### config.mk
export PLATFORM = sky130hd
export DESIGN_NAME = esc_temp
export DESIGN_NICKNAME = d
export VERILOG_FILES = /design/src/rtl/core/esc_pkg.sv /design/src/rtl/core/esc_temp.sv
export SDC_FILE = /design/constraint.sdc
export NUM_CORES = 2
export LEC_CHECK = 0
export ABC_CLOCK_PERIOD_IN_PS = 7250
export BUFFER_PORTS_ARGS = -buffer_cell sky130_fd_sc_hd__buf_2
export CORE_AREA = 5 5 274 276
export CTS_BUF_LIST = sky130_fd_sc_hd__clkbuf_8
export DETAILED_ROUTE_END_ITERATION = 10
export DIE_AREA = 0 0 279 281
export GPL_ROUTABILITY_DRIVEN = 0
export PLACE_DENSITY = 0.8
export SLEW_MARGIN = 10
export SYNTH_ARGS = -nofsm -noshare
export SYNTH_HDL_FRONTEND = slang
export SYNTH_SLANG_ARGS = --single-unit
### constraint.sdc
create_clock -name clock -period 7.25 [get_ports clock]
set_input_delay 0.3625 -clock clock [delete_from_list [all_inputs] [get_ports clock]]
set_output_delay 0.3625 -clock clock [all_outputs]
set_load 0.01 [all_outputs]
### src/rtl/core/esc_pkg.sv
// shared types, constants and helpers of the environmental sensor compensation pipeline
`default_nettype none

package esc_pkg;

   // configuration port geometry
   localparam int CSR_IDX_W  = 3;
   localparam int CSR_DATA_W = 48;

   // register indexes
   typedef enum logic [CSR_IDX_W-1:0] {
      REG_TEMP    = 3'd0,
      REG_PRESS_A = 3'd1,
      REG_PRESS_B = 3'd2,
      REG_PRESS_C = 3'd3,
      REG_HUM_A   = 3'd4,
      REG_HUM_B   = 3'd5
   } csr_idx_type;

   // divider geometry
   localparam int DIV_NUM_W  = 64;
   localparam int DIV_DEN_W  = 32;
   localparam int DIV_STAGES = DIV_NUM_W;

   // compensation constants
   localparam logic signed [63:0] PRESS_T_OFFSET = 64'sd128000;
   localparam logic signed [63:0] PRESS_FULL     = 64'sd1048576;
   localparam logic signed [63:0] PRESS_SCALE    = 64'sd3125;
   localparam logic signed [63:0] PRESS_E_BIAS   = 64'sh0000_8000_0000_0000;
   localparam logic signed [31:0] HUM_T_OFFSET   = 32'sd76800;
   localparam logic signed [31:0] HUM_MAX        = 32'sd419430400;
   localparam logic signed [31:0] HUM_X_ROUND    = 32'sd16384;
   localparam logic signed [31:0] HUM_BIAS       = 32'sd2097152;
   localparam logic signed [31:0] HUM_Y_BIAS     = 32'sd32768;
   localparam logic signed [31:0] HUM_Y_ROUND    = 32'sd8192;
   localparam logic signed [31:0] TEMP_ROUND     = 32'sd128;

   // decoded calibration coefficients
   typedef struct packed {
      logic        [15:0] t1;
      logic signed [15:0] t2;
      logic signed [15:0] t3;
      logic        [15:0] p1;
      logic signed [15:0] p2;
      logic signed [15:0] p3;
      logic signed [15:0] p4;
      logic signed [15:0] p5;
      logic signed [15:0] p6;
      logic signed [15:0] p7;
      logic signed [15:0] p8;
      logic signed [15:0] p9;
      logic        [7:0]  h1;
      logic signed [15:0] h2;
      logic        [7:0]  h3;
      logic signed [11:0] h4;
      logic signed [11:0] h5;
      logic signed [7:0]  h6;
   } calib_type;

   // temperature section result
   typedef struct packed {
      logic signed [31:0] t_fine;
      logic signed [31:0] temp;
      logic        [19:0] adc_p;
      logic        [15:0] adc_h;
   } temp_out_type;

   // humidity section result
   typedef struct packed {
      logic signed [31:0] t_fine;
      logic signed [31:0] temp;
      logic        [19:0] adc_p;
      logic        [16:0] humidity;
   } hum_out_type;

   // values that ride along the divider
   typedef struct packed {
      logic signed [31:0] temp;
      logic        [16:0] humidity;
      logic               invalid;
   } press_side_type;

   typedef struct packed {
      logic [DIV_NUM_W-1:0] num;
      logic [DIV_DEN_W-1:0] den;
      logic                 neg;
      press_side_type       side;
   } div_in_type;

   typedef struct packed {
      logic [DIV_NUM_W-1:0] quo;
      logic                 neg;
      press_side_type       side;
   } div_out_type;

   typedef struct packed {
      logic signed [31:0] temperature_centi;
      logic        [31:0] pressure_q8;
      logic        [16:0] humidity_q10;
      logic               pressure_invalid;
   } rsp_type;

   // sign-extend a 16-bit coefficient to the 64-bit pressure datapath
   function automatic logic signed [63:0] sx64(input logic [15:0] v);
      return $signed({{48{v[15]}}, v});
   endfunction

endpackage

`default_nettype wire

### src/rtl/core/esc_temp.sv
// temperature compensation pipeline, four stages, produces t_fine and temperature
`default_nettype none

module esc_temp (
   input  logic                   clock,
   input  logic                   reset,
   input  logic                   adv,
   input  logic                   in_valid,
   input  logic [19:0]            adc_t,
   input  logic [19:0]            adc_p,
   input  logic [15:0]            adc_h,
   input  esc_pkg::calib_type     calib,
   output logic                   out_valid,
   output esc_pkg::temp_out_type  out_data
);
   import esc_pkg::*;

   typedef struct packed {
      logic [19:0] adc_p;
      logic [15:0] adc_h;
   } raw_type;

   logic [3:0]         vld_ff;
   raw_type            raw_ff [4];
   logic signed [31:0] t2_w, t3_w, x1_w, d_w;
   logic signed [31:0] m1_in, m1_ff, dd_in, dd_ff;
   logic signed [31:0] v1_in, v1_ff, m2_in, m2_ff;
   logic signed [31:0] tf_in, tf_ff, tf4_ff, temp_in, temp_ff;

   // stage 1: offsets and first products
   always_comb begin
      t2_w  = $signed({{16{calib.t2[15]}}, calib.t2});
      t3_w  = $signed({{16{calib.t3[15]}}, calib.t3});
      x1_w  = $signed({15'd0, adc_t[19:3]}) - $signed({15'd0, calib.t1, 1'b0});
      d_w   = $signed({16'd0, adc_t[19:4]}) - $signed({16'd0, calib.t1});
      m1_in = x1_w * t2_w;
      dd_in = d_w * d_w;
   end

   // stage 2: scale and quadratic term
   always_comb begin
      v1_in = m1_ff >>> 11;
      m2_in = (dd_ff >>> 12) * t3_w;
   end

   // stage 3: fine temperature
   assign tf_in = v1_ff + (m2_ff >>> 14);

   // stage 4: temperature in hundredths
   assign temp_in = ((tf_ff <<< 2) + tf_ff + TEMP_ROUND) >>> 8;

   // valid chain
   always_ff @(posedge clock) begin
      if (reset) begin
         vld_ff <= '0;
      end else if (adv) begin
         vld_ff <= {vld_ff[2:0], in_valid};
      end
   end

   // datapath registers
   always_ff @(posedge clock) begin
      if (adv) begin
         raw_ff[0] <= '{adc_p: adc_p, adc_h: adc_h};
         for (int i = 1; i < 4; i++) begin
            raw_ff[i] <= raw_ff[i-1];
         end
         m1_ff   <= m1_in;
         dd_ff   <= dd_in;
         v1_ff   <= v1_in;
         m2_ff   <= m2_in;
         tf_ff   <= tf_in;
         tf4_ff  <= tf_ff;
         temp_ff <= temp_in;
      end
   end

   assign out_valid       = vld_ff[3];
   assign out_data.t_fine = tf4_ff;
   assign out_data.temp   = temp_ff;
   assign out_data.adc_p  = raw_ff[3].adc_p;
   assign out_data.adc_h  = raw_ff[3].adc_h;

endmodule

`default_nettype wire

======== Word-level counts from Yosys, hierarchy flattened ========
Memory sizes are Yosys's and may differ from the RTL's.
Cells that the tools add are included.
word-level totals
  bits in registers ....................... 209
  memory bits (writable) .................. 144
  bits of input ports ..................... 316
  output and inout port bits .............. 101
  word-level logic and storage cells ...... 19
  memories kept ........................... 1
operators by class
  add/sub/neg operators ................... 5
  multiply operators ...................... 3
  muxes and demuxes ....................... 2
memories
  memory  depth  width  rd ports  clocked after memory_dff  write ports  line            RTL
  raw_ff  4      36     4         0                         4            esc_temp.sv:24  raw_type raw_ff [4];
operator list
  cell                   count
  $add 32x32->32         1
  $add 32x9->32 const B  1
  $mul 17x17->32         1
  $mul 18x16->32         1
  $mul 20x16->32         1
  $add 21x18->22         1
  $sub 17x17->18         1
  $sub 16x16->17         1
  $mux 1                 2

======== Depth between registers and ports, before layout ========
  depth after elaboration ................. 2
  gate-level depth with buffers ........... 34
  gate-level depth less buffers ........... 33

======== Worst setup path before layout ========
Ideal clock, no wire load.
  path kind ............................... input to register
  start ................................... input calib[242] in the netlist's numbering
  end ..................................... register m1_ff[31] (data pin)
  library setup time ...................... 0.258 ns
  arrival ................................. 7.749 ns
  required time ........................... 6.992 ns
  path slack .............................. -0.757 ns
  stages on the path ...................... 30
  buffers on the path ..................... 1
  cells stage by stage .................... inv_1 > ha_1 > nor2b_1 > o31ai_2 > a211oi_1 > o31a_1 > a221oi_2 > o21a_1 > clkbuf_1 > nand2_1 > inv_1 > fa_1 > inv_1 > fa_1 > inv_1 > fa_1 > fa_1 > fa_1 > inv_1 > fa_1 > inv_1 > ha_1 > a21o_1 > a21oi_1 > o21ai_0 > a21o_1 > a21o_1 > o41ai_1 > xnor3_1 > xnor2_1
on the way
  word-level cells in the longest chain between the ends .. 2
ends and longest elaborated chain
  item                  line            RTL
  from (decl)           esc_temp.sv:12  input esc_pkg::calib_type calib,
  $sub 17x17->18        esc_temp.sv:34  x1_w = $signed({15'd0, adc_t[19:3]}) - $signed({15'd0, calib.t1, 1'b0});
  $mul 18x16->32        esc_temp.sv:36  m1_in = x1_w * t2_w;
  via m1_in[31]         esc_temp.sv:26  logic signed [31:0] m1_in, m1_ff, dd_in, dd_ff;
  to (signal assigned)  esc_temp.sv:68  m1_ff <= m1_in;
  to (decl)             esc_temp.sv:26
The timed path passes the listed nets, and every way through them passes these cells.
A chain may end at the register's enable or synchronous reset.

======== Worst setup path in the final report ========
  start ................................... input adc_t[4]
  end ..................................... register dd_ff[31] (data pin)
on the way
  word-level cells in the longest chain between the ends .. 2
ends and longest elaborated chain
  item                  line            RTL
  from (decl)           esc_temp.sv:9   input logic [19:0] adc_t,
  $sub 16x16->17        esc_temp.sv:35  d_w = $signed({16'd0, adc_t[19:4]}) - $signed({16'd0, calib.t1});
  $mul 17x17->32        esc_temp.sv:37  dd_in = d_w * d_w;
  via dd_in[31]         esc_temp.sv:26
  to (signal assigned)  esc_temp.sv:69  dd_ff <= dd_in;
  to (decl)             esc_temp.sv:26
The timed path passes the listed nets, and every way through them passes these cells.

==> reports/qor.yml <==
outcome:
  status: "finished, violations left"
  violations: "negative setup slack"
synth:
  synth_cells: 3907
  synth.distinct_cells: 67
  syn_area_per_cell_sq_um: 10.5
  synth_top_area_share_pct: 39.9
  syn-cell-area_sq_um: 40900
  synth.most_common_cell: "inv_1"
  synthArstFlopShare_pct: 0
  yosys_register_bits: 296
  synth_edf_count: 292
  synth_ff_type: "edfxtp_1"
  yosysSeqAreaShare_pct: 21.6
  synthTopCellsByCount: "933 x inv_1, 816 x fa_1, 463 x nand2_1"
  synth_top_area_cell: "fa_1"
  ys_warn_count: 0
  syn_nets: 5355
  synth.area.top_cells: "fa_1 40%, edfxtp_1 21%, ha_1 9.7%"
routing:
  vias: 28300
  drcViolationCount: 0
  vias_per_cell: 5.25
  wl_mm: 94.1
  wl_per_cell_um: 17.5
  antenna_left: 0
  drt_pre_antenna_iters: 5
  drt-initial-drc-count: 1759
global_route:
  grt_pass1_vias: 30900
  antenna_found_initial: 1
  grt_max_degree: 126
  grt_first_pass_wirelength_mm: 154
  grt_overflow_total: 0
  track_usage_pct: 24.2
  use_met2_pct: 42.0
  met3_usage_pct: 4.01
  grtUsageMet1_pct: 32.1
  grt_busiest_layer: "met2"
floorplan:
  fp.dieH_um: 281
  die_x_um: 279
  io_pins: 417
  die-area_sq_um: 78400
  rows: 99
  core-area_sq_um: 72300
  start_util_pct: 56.6
setup_path:
  crit_top_cell: "fa_1"
  end_kind: "flop"
  critPathRequiredTime_ps: 7590
  worstPathMaxFanout: 7
  rr_endpoint: "m2_ff[31]"
  startpoint: "adc_t[4]"
  endpoint: "dd_ff[31]"
  critical_path_class: "in2reg"
  worstReg2RegStart: "dd_ff[17]"
  startpoint_type: "primary input"
  r2r_cells: 22
  rrSetupSlack_ps: 510
  slowest_delay_ps: 550
  cp.arrival_ps: 7690
  crit_slowest_cell: "fa_1"
cells_and_area:
  drive_above_1_share_pct: 16.9
  area_delta_synth_final_pct: 15.4
  seq_area_sq_um: 8850
  finalCoreUtilization_pct: 65.3
  fillCellCount: 5342
  nets: 5840
  multi_input_comb_area_sq_um: 28600
clock_network:
  clockBufferDepth: 3
  clkTransAtPathRegs_ps: 60
  numCtsBuffers: 42
  cts_tree: "yes"
  cts.sinks: 296
  clkLatencyLatePin_ps: 580
  cts_root_buf: "clkbuf_8"
  h-tree-depth: 2
sta:
  fin_ws_ps: -105
  worst_pin_slew_ps: 900
  fin_crit_sh_pct: 101
  finalMaxSlewViolations: 0
  period_needed_ps: 7360
  hold_viol_final: 0
  fin_worst_skew_ps: 47.2
  rsz0062_at_grt: "yes"
  relSlewSlack_pct: 40.0
  setup_viol: 7
  fmax_mhz: 136
hold_path:
  hold_class: "in2reg"
  hold_path_startpoint: "adc_p[2]"
place:
  dpl_worst_slack_ps: -616
  portBuffers: 205
  dp_hpwl_mm: 76.2
job:
  drv_cap: 0
[what timing repair did]
item | CTS | global route
setup endpoints to repair | 1 | 24
hold endpoints to repair | 39 | 0
gates cloned | 0 | 1
hold buffers | 37 | 0
resized for setup | 1 | 147
pin swaps | 2 | 103
setup buffers | 0 | 21
[registers in the layout (all words and copies together), names as in the netlist]
name,cells
tf4_ff,22
vld_ff,4
temp_ff,24
m1_ff,21
dd_ff,20
m2_ff,18
v1_ff,21
raw_ff,144
tf_ff,22
[layout make-up]
type,instances,area share (%)
antenna,1,0.00530
clock buffer,43,1.25
clock inverter,33,0.461
inverter,943,7.54
multi-input combinational,2528,60.5
sequential,296,18.7
tap,959,2.54
timing repair buffer,581,8.95
[cells by family (layout without fill, tap and decap cells)]
kind of cell,Yosys count,in the layout,synth area share (%)
buffers and inverters,1083,1600,10.1
adder cells (fa/ha/maj),1132,1132,49.6
multiplexers,6,6,0.147
AO/OA/AOI/OAI,254,254,4.15
AND/OR/NAND/NOR,995,995,11.3
other,0,1,0
XOR/XNOR,141,141,3.05
flip-flops,296,296,21.6
[cells in the final DEF (no fill, tap or decap), drive strengths merged, types with 27 or more instances in the layout]
cell type and n:
inv 952, fa 816, buf 543, nand2 463, ha 316, edfxtp 292
and2 212, nor2 151, xnor2 115, a21oi 60, o21ai 48, clkbuf 44
nand2b 39, dlygate4sd3 37, nor2b 34, nor3 30, o21a 29, a21o 27
[worst max-delay path, delay by kind of cell]
family	cells	cell delay (ps)
buf+inv	9	780
fa+ha+maj	9	3570
xor+xnor	2	380
simple gates	3	410
compound gates	10	2150
[routing by layer]
| metal | vias up | wire [um] |
|---|---|---|
| met2 | 1141 | 47100 |
| met4 | 0 | 2740 |
| li1 | 12800 | - |
| met3 | 196 | 7270 |
| met1 | 14200 | 37100 |
| met5 | - | 0 |
[worst min path at each step]
stage	endpoint	slack, ps	depth (start not counted)
6_report	raw_ff[0][18]	30	1
5_1_grt	raw_ff[0][18]	10	1
4_1_cts	raw_ff[0][18]	5	1
3_5_place_dp	raw_ff[1][28]	400	0
3_3_place_gp	raw_ff[2][33]	400	0
2_1_floorplan	raw_ff[1][0]	400	0
[metrics by stage]
stage	TNS [ps]	hold slack (ps)	area (sq um)	instances
CTS	0	5.48	46500	5361
global route	-4260	10.8	47200	5383
finish	-491	30.7	47200	5384
floorplan	-1130	400	41200	3907
detailed placement	-10840	405	45300	5248
global placement	-8040	400	45300	5248
Power is left out: the tool's default activity adds up to more than one toggle a clock period on the data nets, which glitch-free logic cannot reach.
